### config.mk
export PLATFORM = sky130hd
export DESIGN_NAME = bsp_ram
export DESIGN_NICKNAME = d
export VERILOG_FILES = /design/src/rtl/bsp_ram.sv
export SDC_FILE = /design/constraint.sdc
export NUM_CORES = 1
export LEC_CHECK = 0
export BUFFER_PORTS_ARGS = -buffer_cell sky130_fd_sc_hd__buf_4
export CORE_MARGIN = 10
export CORE_UTILIZATION = 30
export DETAILED_ROUTE_END_ITERATION = 8
export HOLD_SLACK_MARGIN = 0.12
export PLACE_DENSITY = 0.53
export SLEW_MARGIN = 30
export SYNTH_ARGS = -nofsm -noshare
export SYNTH_HDL_FRONTEND = slang
export SYNTH_SLANG_ARGS = --single-unit
### constraint.sdc
create_clock -name clk -period 3.9 [get_ports clk]
set_input_delay 0.585 -clock clk [delete_from_list [all_inputs] [get_ports clk]]
set_output_delay 0.585 -clock clk [all_outputs]
set_load 0.02 [all_outputs]
### src/rtl/bsp_ram.sv
// Generic single-port-write, single-port-read RAM with registered read data.
`timescale 1ns / 1ps

module bsp_ram #(
    parameter int WIDTH = 8,
    parameter int DEPTH = 16,
    localparam int AW = (DEPTH > 1) ? $clog2(DEPTH) : 1
) (
    input  logic             clk,
    input  logic             we,
    input  logic [AW-1:0]    waddr,
    input  logic [WIDTH-1:0] wdata,
    input  logic [AW-1:0]    raddr,
    output logic [WIDTH-1:0] rdata
);

    logic [WIDTH-1:0] mem [DEPTH];

    // Write port
    always_ff @(posedge clk) begin
        if (we) begin
            mem[waddr] <= wdata;
        end
    end

    // Registered read port
    always_ff @(posedge clk) begin
        rdata <= mem[raddr];
    end

endmodule

# Word-level counts from Yosys, hierarchy flattened
# Memory sizes are Yosys's and may differ from the RTL's. A register that Yosys moved wholly into a read port is not among the register bits.
# Index checks and enable logic that the tools add are counted.
# op_classes
n_mux	2
# op_table
op	count
$mux 1	2
# word_totals
regBits	0
ramBits	128
input_bits	18
elab_cells	3
n_memories	1
# memory_table
name	depth	width	rd	rd_ports_with_merged_regs	write_ports	line	rtl
mem	16	8	1	1	1	17	logic [WIDTH-1:0] mem [DEPTH];

# Depth between registers and ports, before layout
# depth
depth_word	2
mapped_depth	5
ltp_nobuf	3

# Worst setup path after synthesis
# OpenSTA, ideal clock, no wires.
# synth_timing
path_kind	input to register
from	input waddr[2]
to	memory mem[0][0] (enable)
setup_time_ns	0.383
t_arrival_ns	1.695
t_required_ns	3.517
slack_ns	1.822
cell_stages	2
n_path_buf	0
path_cell_list	or3b_2 -> nor3_1
# synth_lines
item	line	rtl
from (decl)	11	input logic [AW-1:0] waddr,
to (decl)	17	
# Straight into the memory's write port.

==> summary.md <==
| Metric | Value |
|---|---|
| Run status | complete, no violations |
| Post-cts resize count | 0 |
| Die Height | 151 microns |
| Highest signal layer in the routed design | met4 |
| Buffers inserted during post-CTS setup optimization | 0 |
| Global route overflow | 0 |
| Capture point of the worst reg-to-reg path | rdata[5] |
| Class of the tightest hold or removal check | in2reg |
| Net count reported at finish | 286 |
| Worst Path Class, Setup | in2reg |
| Worst VDD drop | 0.336 mV |
| Post-route cell area | 6120 sq um |
| CP Data Required Time | 4.18 ns |
| Largest net degree at the start of global routing | 33 |
| Clock tree from TritonCTS | built |
| Width of the chip | 151 microns |
| Gate power share | 0.052 |
| TritonCTS sink count | 136 |
| Routed vias | 2,440 |
| Unique cell type count in the Yosys netlist | 19 |
| Number of H-tree levels | 4 |
| Arrival time of the worst setup path | 2.17 ns |
| DP HPWL | 6480 microns |
| Source of the worst register-to-register timing path | mem[0][5] |
| Number of endpoints failing setup at the final stage | 0 |
| Count of routing violations after the opening detailed-route iteration | 163 |
| Cell area after placement | 5580 sq um |
| Global-route wire length before repair | 15,500 microns |
| Instance count of the mapped netlist | 229 |
| Total of hold buffers inserted after clock tree synthesis | 0 |
| Sum of met2 wire segment lengths after detailed routing | 4750 microns |
| Clock Skew | 0.00705 ns |
| Portion of total power attributed to sequential cells | 0.505 |
| Longest Clk Path Bufs | 2 |
| Number of global-route vias before repair | 2,490 |
| Share of synthesized area occupied by flip-flops and latches | 0.778 |
| Post-detailed-route count of antenna-violating nets | 0 |
| Switching part of the total | 0.198 |
| Cells along the critical path | buf_4, mux4_1, a22oi_1, nand2_1 |
| Fmax | 529 MHz |
| Post-Synthesis Net Count | 247 |
| Residual DRC count | 0 |
| Ratio of total power to cell area | 532 nW/um^2 |
| Routed WL per cell | 21.0 microns |
| Worst max-slew margin expressed relative to the limit | 0.428 |
| Area inside the core boundary | 16,700 sq um |
| Final clock period utilization by the worst path | 0.485 |
| Master cell of the clock root buffer | clkbuf_16 |
| Worst-path clk slew | 0.06 ns |
| Initial cell density of the core | 0.308 |
| Delay of the slowest cell on the worst path | 0.66 ns |
| Hold EP | mem[1][0] |
| Slowest stage cell, crit path | mux4_1 |
| Internal power component | 2.61 mW |
| Fraction of final layout cells with drive strength greater than 1 | 0.285 |
| Number of I/O port buffers | 25 |
| Final wirelength | 10,500 microns |
| Layout overhead on the synthesized area | 18.9% |
| Antenna diode count | 0 |
| Switching power | 645 uW |
| Number of cells on the worst reg-to-reg path | 3 |
| TritonCTS Buffers | 17 |
| Total Routing Usage GR | 0.0965 |
| Maximum net fanout on the critical path | 32 |
| R2R Setup Slk | 2.48 ns |
| Max-capacitance violation count | 0 |
| Initial antenna violation count | 0 |
| Sum of negative setup slack | 0 ns |
| Worst slew pin tran | 0.855 ns |
| Clk Latency, worst-skew pair | 0.41 ns |
| Number of ports placed on the die boundary | 26 |
| RSZ-0062 raised after global routing | false |
| Critical path capture point type | flip-flop |
| Mean instance size in the synthesized netlist | 22.5 sq um |
| Startpoint of the tightest hold check path | wdata[0] |
| Area of the die | 22,800 sq um |
| Warnings, synthesis | 0 |
| Final Hold Violating Endpoints | 0 |
| Post-Synthesis Cell Area | 5150 sq um |
| Static leakage | 2.01 nW |
| CP startpoint kind | primary input |
| Final estimated routing congestion in global placement | 0.712 |
| Met3 WL post-DR | 688 microns |
| First-pass iteration count of the detailed router | 4 |
| Worst hold path stage count | 1 |
| DR vias/cell | 4.87 |
| Max Slew Vio Count | 0 |
| Detailed-routing wirelength on met1 | 4990 microns |
| Portion of total power attributed to the clock network | 0.444 |
| Critical Path Start | raddr[0] |
| Minimum period implied by the final worst setup slack | 1.89 ns |
| Number of core rows | 47 |
| Register bit total from synthesis | 136 |
worst max path at each step:
stage                 to  slack [ns]  cells past startpoint
6_report        rdata[5]        2.01                      4
4_1_cts        mem[1][6]        2.00                      3
5_1_grt         rdata[5]        1.93                      4
3_3_place_gp   mem[4][0]        1.50                      3
3_5_place_dp   mem[1][4]        1.56                      3
2_1_floorplan  mem[0][0]        1.82                      2
per-stage QoR:
| step | power (mW) | hold slack [ns] | util | std cells | setup WS [ns] |
|---|---|---|---|---|---|
| finish | 3.26 | 0.477 | 0.367 | 501 | 2.01 |
| global route | 3.37 | 0.478 | 0.367 | 501 | 1.93 |
| CTS | 3.29 | 0.459 | 0.367 | 501 | 2.00 |
| detailed placement | 1.85 | 0.667 | 0.334 | 469 | 1.56 |
| global placement | 1.84 | 0.655 | 0.333 | 469 | 1.50 |
| floorplan | 1.77 | 0.629 | - | 229 | 1.82 |
critical path: cells and delay by family:
kind                   cells  cell delay (ns)
multiplexers               1             0.66
buffers and inverters      1             0.50
AO/OA/AOI/OAI              1             0.27
AND/OR/NAND/NOR            1             0.13
state kept, by name, indices dropped and copies added (netlist names):
signal / count
mem: 128
rdata: 8
routing by layer:
metal	global-route usage	vias up
met5	0	-
met4	0.0318	0
met3	0.0382	9
met2	0.137	89
met1	0.132	1292
li1	-	1050
cell families (layout without fill, tap and decap cells):
| group | count (synthesis) | after routing | share of synthesized area |
|---|---|---|---|
| mux | 32 | 32 | 0.150 |
| compound gates | 16 | 16 | 0.0233 |
| flops | 136 | 136 | 0.778 |
| simple gates | 35 | 35 | 0.0318 |
| buf+inv | 10 | 62 | 0.0168 |
cell usage in the layout (no fill, tap or decap), types with 6 or more instances in the layout:
master and instances:
nor2_1 9, a22oi_1 16, edfxtp_1 128, clkbuf_8 6, mux4_2 18, nand2_1 9
dfxtp_1 8, mux4_1 14, buf_4 30, clkbuf_16 17
Yosys cell counts (all sizes together):
| library cell | instances | area share |
|---|---|---|
| a22oi | 16 | 0.023 |
| nand2 | 9 | 0.0066 |
| edfxtp | 128 | 0.75 |
| and2b | 1 | 0.0015 |
| nor2 | 13 | 0.0095 |
| buf | 7 | 0.011 |
| clkdlybuf4s25 | 3 | 0.0058 |
| or3b | 1 | 0.0017 |
| dfxtp | 8 | 0.031 |
| nand3 | 1 | 0.00097 |
| nor3 | 4 | 0.0039 |
| and2 | 1 | 0.0012 |
| nand3b | 2 | 0.0029 |
| mux4 | 32 | 0.15 |
| nor2b | 1 | 0.0012 |
| nand2b | 2 | 0.0024 |
power by group through the flow:
stage	registers [mW]	clock network, mW	logic [mW]
2_1_floorplan	1.68	0	0.0829
3_3_place_gp	1.67	0	0.168
3_5_place_dp	1.67	0	0.171
4_1_cts	1.64	1.47	0.171
5_1_grt	1.65	1.54	0.181
6_report	1.64	1.45	0.168
cell type report:
type,instances,area [sq um]
clock buffer,28,527
clock inverter,4,18.8
sequential,136,4000
timing repair buffer,30,225
fill,1548,10600
tap,220,275
multi-input combinational,83,1070
No activity file was read; power rests on OpenSTA's default activity.
