`src/rtl/bsp_pkg.sv`:
```
// Shared types and constants for the partition tree point locator.
`timescale 1ns / 1ps

package bsp_pkg;

    // Default table size
    localparam int NODE_DEPTH_DEF = 4096;

    // Beat widths
    localparam int IN_TDATA_W  = 240;
    localparam int OUT_TDATA_W = 16;
    localparam int CNT_W       = 13;
    localparam int LINK_W      = 16;
    localparam int SUB_W       = 15;
    localparam int APB_AW      = 3;
    localparam int APB_DW      = 32;

    // Child link leaf flag position
    localparam int LEAF_BIT = 15;

    // Input kind carried on tuser
    localparam logic FUNC_LOAD  = 1'b0;
    localparam logic FUNC_QUERY = 1'b1;

    // Register word index
    localparam logic REG_NODE_COUNT = 1'b0;

    // Result status codes
    localparam logic STAT_OK  = 1'b0;
    localparam logic STAT_ERR = 1'b1;

    // One table entry as stored in the node memory
    typedef struct packed {
        logic [LINK_W-1:0] link_back;
        logic [LINK_W-1:0] link_front;
        logic [31:0]       dir_y;
        logic [31:0]       dir_x;
        logic [31:0]       org_y;
        logic [31:0]       org_x;
    } node_t;

    localparam int NODE_W = $bits(node_t);

    // Walk sequencer states
    typedef enum logic [2:0] {
        ST_IDLE,
        ST_FETCH,
        ST_MULT,
        ST_DECIDE,
        ST_EMIT
    } state_t;

endpackage

```
`src/rtl/bsp_side.sv`:
```
// Two-stage side test: picks front or back of one partition line for a point.
`timescale 1ns / 1ps

module bsp_side (
    input  logic           aclk,
    input  bsp_pkg::node_t node,
    input  logic [31:0]    qx,
    input  logic [31:0]    qy,
    output logic           side_back
);

    import bsp_pkg::*;

    logic [31:0]        ux;
    logic [31:0]        uy;
    logic               axis_hit;
    logic               axis_side;
    logic               sign_hit;

    logic               hit1_reg;
    logic               side1_reg;
    logic signed [31:0] ux1_reg;
    logic signed [31:0] uy1_reg;
    logic signed [15:0] dyh1_reg;
    logic signed [15:0] dxh1_reg;

    logic               hit2_reg;
    logic               side2_reg;
    logic signed [47:0] prod_l_reg;
    logic signed [47:0] prod_r_reg;
    logic signed [47:0] prod_l_next;
    logic signed [47:0] prod_r_next;

    // Stage 1: offsets from the origin and the cheap shortcuts
    always_comb begin
        ux       = qx - node.org_x;
        uy       = qy - node.org_y;
        axis_hit = (node.dir_x == 32'd0) || (node.dir_y == 32'd0);
        if (node.dir_x == 32'd0) begin
            // vertical line
            if ($signed(qx) <= $signed(node.org_x)) begin
                axis_side = $signed(node.dir_y) > 32'sd0;
            end else begin
                axis_side = node.dir_y[31];
            end
        end else begin
            // horizontal line
            if ($signed(qy) <= $signed(node.org_y)) begin
                axis_side = node.dir_x[31];
            end else begin
                axis_side = $signed(node.dir_x) > 32'sd0;
            end
        end
        sign_hit = node.dir_y[31] ^ node.dir_x[31] ^ ux[31] ^ uy[31];
    end

    always_ff @(posedge aclk) begin
        hit1_reg  <= axis_hit || sign_hit;
        side1_reg <= axis_hit ? axis_side : (node.dir_y[31] ^ ux[31]);
        ux1_reg   <= ux;
        uy1_reg   <= uy;
        dyh1_reg  <= node.dir_y[31:16];
        dxh1_reg  <= node.dir_x[31:16];
    end

    // Stage 2: the two cross products, 16 x 32 each
    assign prod_l_next = dyh1_reg * ux1_reg;
    assign prod_r_next = uy1_reg * dxh1_reg;

    always_ff @(posedge aclk) begin
        hit2_reg   <= hit1_reg;
        side2_reg  <= side1_reg;
        prod_l_reg <= prod_l_next;
        prod_r_reg <= prod_r_next;
    end

    // Compare the products after the >>16 scaling; right < left means front
    assign side_back = hit2_reg ? side2_reg
                     : !($signed(prod_r_reg[47:16]) < $signed(prod_l_reg[47:16]));

endmodule

```
`config.mk`:
```
export PLATFORM = sky130hd
export DESIGN_NAME = bsp_side
export DESIGN_NICKNAME = d
export VERILOG_FILES = /design/src/rtl/bsp_pkg.sv /design/src/rtl/bsp_side.sv
export SDC_FILE = /design/constraint.sdc
export NUM_CORES = 2
export LEC_CHECK = 0
export BUFFER_PORTS_ARGS = -buffer_cell sky130_fd_sc_hd__buf_2
export CAP_MARGIN = 20
export CORE_ASPECT_RATIO = 0.9
export CORE_UTILIZATION = 60
export CTS_CLUSTER_DIAMETER = 120
export DETAILED_ROUTE_END_ITERATION = 10
export HOLD_SLACK_MARGIN = 0.1
export PLACE_DENSITY = 0.85
export SLEW_MARGIN = 5
export SYNTH_ARGS = -nofsm -noshare
export SYNTH_HDL_FRONTEND = slang
export SYNTH_SLANG_ARGS = --single-unit
```
`constraint.sdc`:
```
create_clock -name aclk -period 16.9 [get_ports aclk]
set_input_delay 1.69 -clock aclk [delete_from_list [all_inputs] [get_ports aclk]]
set_output_delay 1.69 -clock aclk [all_outputs]
set_load 0.05 [all_outputs]
```
-- Yosys cells after proc, flatten, opt, wreduce, memory -nomap -nowiden
Index checks and enable logic that the tools add are counted.
- bits in registers: 196
- bits of input ports: 225
- output and inout port bits: 1
- logic and storage cells: 33
- add/sub/neg operators: 2
- multiply operators: 2
- magnitude comparators: 5
- mux-type cells: 5
- bitwise gates (word level): 4
- reduce and logical (&&, ||, !) cells: 5
- operator list (operator ; count):
    greater-than comparator 32 x 1 -> 1 bit, second input constant ; 2
    <= comparator 32 bit ; 2
    zero test 32 bit ; 2
    subtractor 32 bit ; 2
    multiplier 16 x 32 -> 48 bit ; 1
    multiplier 32 x 16 -> 48 bit ; 1
    less-than comparator 32 bit ; 1
    2-to-1 mux 1 bit ; 5
    XOR 1 bit ; 4
    logical OR 1 bit ; 2
    zero test 1 bit ; 1

-- Logic depth before layout (Yosys ltp)
- depth in word-level cells: 4
- gate-level depth with buffers: 25
- mapped depth without buffers: 24

-- Least setup slack after synthesis
OpenSTA, ideal clock, no wires.
- path type: reg2reg
- start point: register uy1_reg[30]
- end point: register prod_r_reg[46]
- setup time: 72 ps
- arrival time: 6294 ps
- required time: 16828 ps
- path slack: 10534 ps
- cell stages (with the launch flop): 25
- path buffers: 1
- clock period less this slack: 6366 ps
- cell sequence: dfxtp_1 -> clkbuf_1 -> nand2_1 -> fa_1 -> inv_1 -> fa_1 -> inv_1 -> fa_1 -> inv_1 -> fa_1 -> fa_1 -> inv_1 -> fa_1 -> inv_1 -> ha_1 -> a21o_1 -> a21o_1 -> a21o_1 -> a211o_1 -> a31o_1 -> a311oi_1 -> a21boi_1 -> a31o_2 -> a21oi_1 -> xnor2_1
- word-level cells in the longest chain between the ends: 1
- ends and longest elaborated chain (item ; RTL line ; text):
    start: declaration ; bsp_side.sv:23 ; logic signed [31:0] uy1_reg;
    start signal: assignment ; bsp_side.sv:61 ; uy1_reg <= uy;
    multiplier 32 x 16 -> 48 bit ; bsp_side.sv:68 ; assign prod_r_next = uy1_reg * dxh1_reg;
    net prod_r_next[46] ; bsp_side.sv:32 ; logic signed [47:0] prod_r_next;
    end signal: assignment ; bsp_side.sv:74 ; prod_r_reg <= prod_r_next;
    end: declaration ; bsp_side.sv:30 ; logic signed [47:0] prod_r_reg;
The timed path passes the listed nets, and every way through them passes these cells.

-- Final worst setup path
- start point: register dxh1_reg[15]
- end point: register prod_r_reg[37]
- word-level cells in the longest chain between the ends: 1
- ends and longest elaborated chain (item ; RTL line ; text):
    start: declaration ; bsp_side.sv:25 ; logic signed [15:0] dxh1_reg;
    start signal: assignment ; bsp_side.sv:63 ; dxh1_reg <= node.dir_x[31:16];
    multiplier 32 x 16 -> 48 bit ; bsp_side.sv:68 ;
    net prod_r_next[37] ; bsp_side.sv:32 ;
The timed path passes the listed nets, and every way through them passes these cells.

==> results.sh <==
export IMPL_tightest_slew_ps=1040
export IMPL_finalHoldViolations=0
export IMPL_synthXorXnorAreaFrac=0.0296
export IMPL_cpPeakStageDelay_ps=980
export IMPL_cts_root_buf="clkbuf_16"
export IMPL_syn_cell_area_um2=41900
export IMPL_post_cts_buffers=0
export IMPL_final_antenna_net_count=0
export IMPL_required_ps=17310
export IMPL_timing_final_crit_share=0.481
export IMPL_ys_warn_count=0
export IMPL_async_flop_share=0
export IMPL_crit_family="adder cells"
export IMPL_wirelength_um=96300
export IMPL_grt_max_degree=33
export IMPL_numCtsBuffers=17
export IMPL_nNetsFinal=6226
export IMPL_path_common_cell="fa_1"
export IMPL_gp_congestion=0.911
export IMPL_drt_pass1_iter_count=8
export IMPL_route_vias_total=31100
export IMPL_seq_area_frac_synth=0.0783
export IMPL_globalRouteOverflowTotal=0
export IMPL_status="finished clean"
export IMPL_drc=0
export IMPL_hold_class="reg2reg"
export IMPL_synthFlopType="dfxtp_1"
export IMPL_synth_top_family_by_area="adder cells"
export IMPL_syn_nets=6145
export IMPL_antenna_found_initial=0
export IMPL_ys_ff_latch=164
export IMPL_fin_setup_tns_ps=0
export IMPL_cts_tree="yes"
export IMPL_syn_avg_cell_area_um2=9.05
export IMPL_die_area_um2=70900
export IMPL_min_period_ps=8120
export IMPL_cp_arrival_ps=8530
export IMPL_synth_compound_area_frac=0.0597
export IMPL_drtIter0Drc=2105
export IMPL_synth_edf_count=0
export IMPL_htreeDepth=4
export IMPL_clock_path_buffers=2
export IMPL_holdBufCountCts=0
export IMPL_area_growth_pct=5.62
export IMPL_wl_per_cell_um=17.0
export IMPL_post_dp_hpwl_um=74600
export IMPL_io_buffer_count=193
export IMPL_synth_simple_area_share=0.152
export IMPL_cts_resized=0
export IMPL_die_w_um=281
export IMPL_cp_cell_sequence="clkinv_1 -> nor2_1 -> fa_1 -> fa_1 -> fa_1 -> fa_1 -> fa_1 -> inv_1 -> fa_1 -> inv_1 -> ha_1 -> nand2_1 -> a32oi_1 -> nand3_1 -> o21ai_1 -> o21a_1 -> a221o_1 -> nand3_1 -> o41a_1 -> o21ai_1 -> xor2_1"
export IMPL_io_pins=226
export IMPL_ys_types=77
export IMPL_relSlewSlack=0.302
export IMPL_vias_per_cell=5.50
export IMPL_setup_viol=0
export IMPL_cp_end_kind="flip-flop"
export IMPL_worst_path_buf_inv=3
export IMPL_nFillCells=5324
export IMPL_clk_pin_slew_ps=70
export IMPL_fmax_ghz=0.123
export IMPL_synthMuxAreaShare=0
export IMPL_crit_fanout=26
export IMPL_skew_ps=13.9
export IMPL_grt_use_total=0.290
export IMPL_finalMaxSlewViolations=0
export IMPL_synth_cells=4631
export IMPL_start_kind="flip-flop"
export IMPL_fp_dieH_um=253
export IMPL_slowest_stage="clkinv_1"
export IMPL_rsz0062_at_grt="no"
export IMPL_finalHoldWorstSlack_ps=336
export IMPL_grt_pass1_vias=33600
export IMPL_core_area_um2=68800
export IMPL_clock_sinks=164
export IMPL_rows=91
export IMPL_worstSetupPathType="reg2reg"
export IMPL_start_util=0.610
export IMPL_drive_gt1_frac=0.0588
export IMPL_insertion_delay_ps=490
export IMPL_grt_pass1_wl_um=162000
export IMPL_synthAdderAreaFrac=0.559
export IMPL_maxCapViolCount=0
## area by class of cell
cell class	count	area [µm²]	share of cell area
multi-input cells	3107	33500	0.757
repair buffers	226	1220	0.0276
clock buffers	21	470	0.0106
diodes	1	2.50	0.0000565
flip-flops and latches	164	3290	0.0742
well taps	930	1160	0.0263
clock inverters	11	119	0.00268
inverters	1196	4490	0.101
## metrics by stage
step / instances / area [µm²] / worst slack [ps] / utilization
finish: 5656 / 44300 / 8780 / 0.644
detailed placement: 5623 / 43700 / 8980 / 0.635
CTS: 5655 / 44300 / 8900 / 0.644
global placement: 5622 / 43700 / 9070 / 0.635
global route: 5655 / 44300 / 8450 / 0.644
floorplan: 4631 / 41900 / 10530 / -
## worst register-to-register path, cell delays in order (launching register included)
cell	delay (ps)
dfxtp_1	660
clkinv_1	980
nor2_1	400
fa_1	480
fa_1	510
fa_1	430
fa_1	460
fa_1	510
inv_1	50
fa_1	480
inv_1	40
ha_1	310
nand2_1	90
a32oi_1	450
nand3_1	140
o21ai_1	390
o21a_1	400
a221o_1	270
nand3_1	140
o41a_1	490
o21ai_1	180
xor2_1	160
## synth_stat cells, types with 17 or more instances
master	count	area share
nand2_1	613	0.055
inv_1	1193	0.11
a21oi_1	113	0.013
and2_1	413	0.062
xor2_1	35	0.0073
nand3_1	25	0.0030
nor4_1	22	0.0033
o21bai_1	20	0.0036
a21o_1	66	0.012
o21a_1	20	0.0036
xnor2_1	99	0.021
nand2b_1	21	0.0031
dfxtp_1	164	0.078
nor3_1	19	0.0023
clkbuf_1	160	0.014
ha_1	317	0.095
o21ai_0	46	0.0055
nand4_1	28	0.0042
nor2_1	115	0.010
nor2b_1	20	0.0030
and3_1	17	0.0025
fa_1	972	0.46
## metal layers
metal	share of wire	global-route usage
met1	0.38	0.371
met2	0.49	0.484
met3	0.088	0.0509
met4	0.044	0.132
met5	0	0
## kinds of logic after synthesis
family | after synthesis
buffers and inverters | 1360
AO/OA/AOI/OAI | 368
adder cells (fa/ha/maj) | 1289
AND/OR/NAND/NOR | 1313
XOR/XNOR | 137
flip-flops | 164
## worst paths after layout
check / startpoint / end / slack (ps) / cells past startpoint
worst max-delay path: dxh1_reg[15] / prod_r_reg[37] / 8780 / 21
worst min-delay path: side1_reg / side2_reg / 340 / 0
worst max register to register: dxh1_reg[15] / prod_r_reg[37] / 8780 / 21
worst min register to register: side1_reg / side2_reg / 340 / 0
## cell usage in the layout, fill, tap and decap left out, types with 21 or more instances in the layout
| master | instances |
|---|---|
| ha_1 | 317 |
| buf_2 | 193 |
| o21ai_0 | 46 |
| nor2_1 | 115 |
| inv_1 | 1193 |
| nor4_1 | 22 |
| a21oi_1 | 113 |
| buf_4 | 32 |
| fa_1 | 972 |
| dfxtp_1 | 162 |
| nand2b_1 | 21 |
| nand4_1 | 28 |
| nand3_1 | 25 |
| xor2_1 | 35 |
| xnor2_1 | 99 |
| nand2_1 | 613 |
| and2_1 | 413 |
| a21o_1 | 66 |
Power is not shown: default switching activity piles up to over one toggle a cycle in this logic, so the estimate is an artifact.
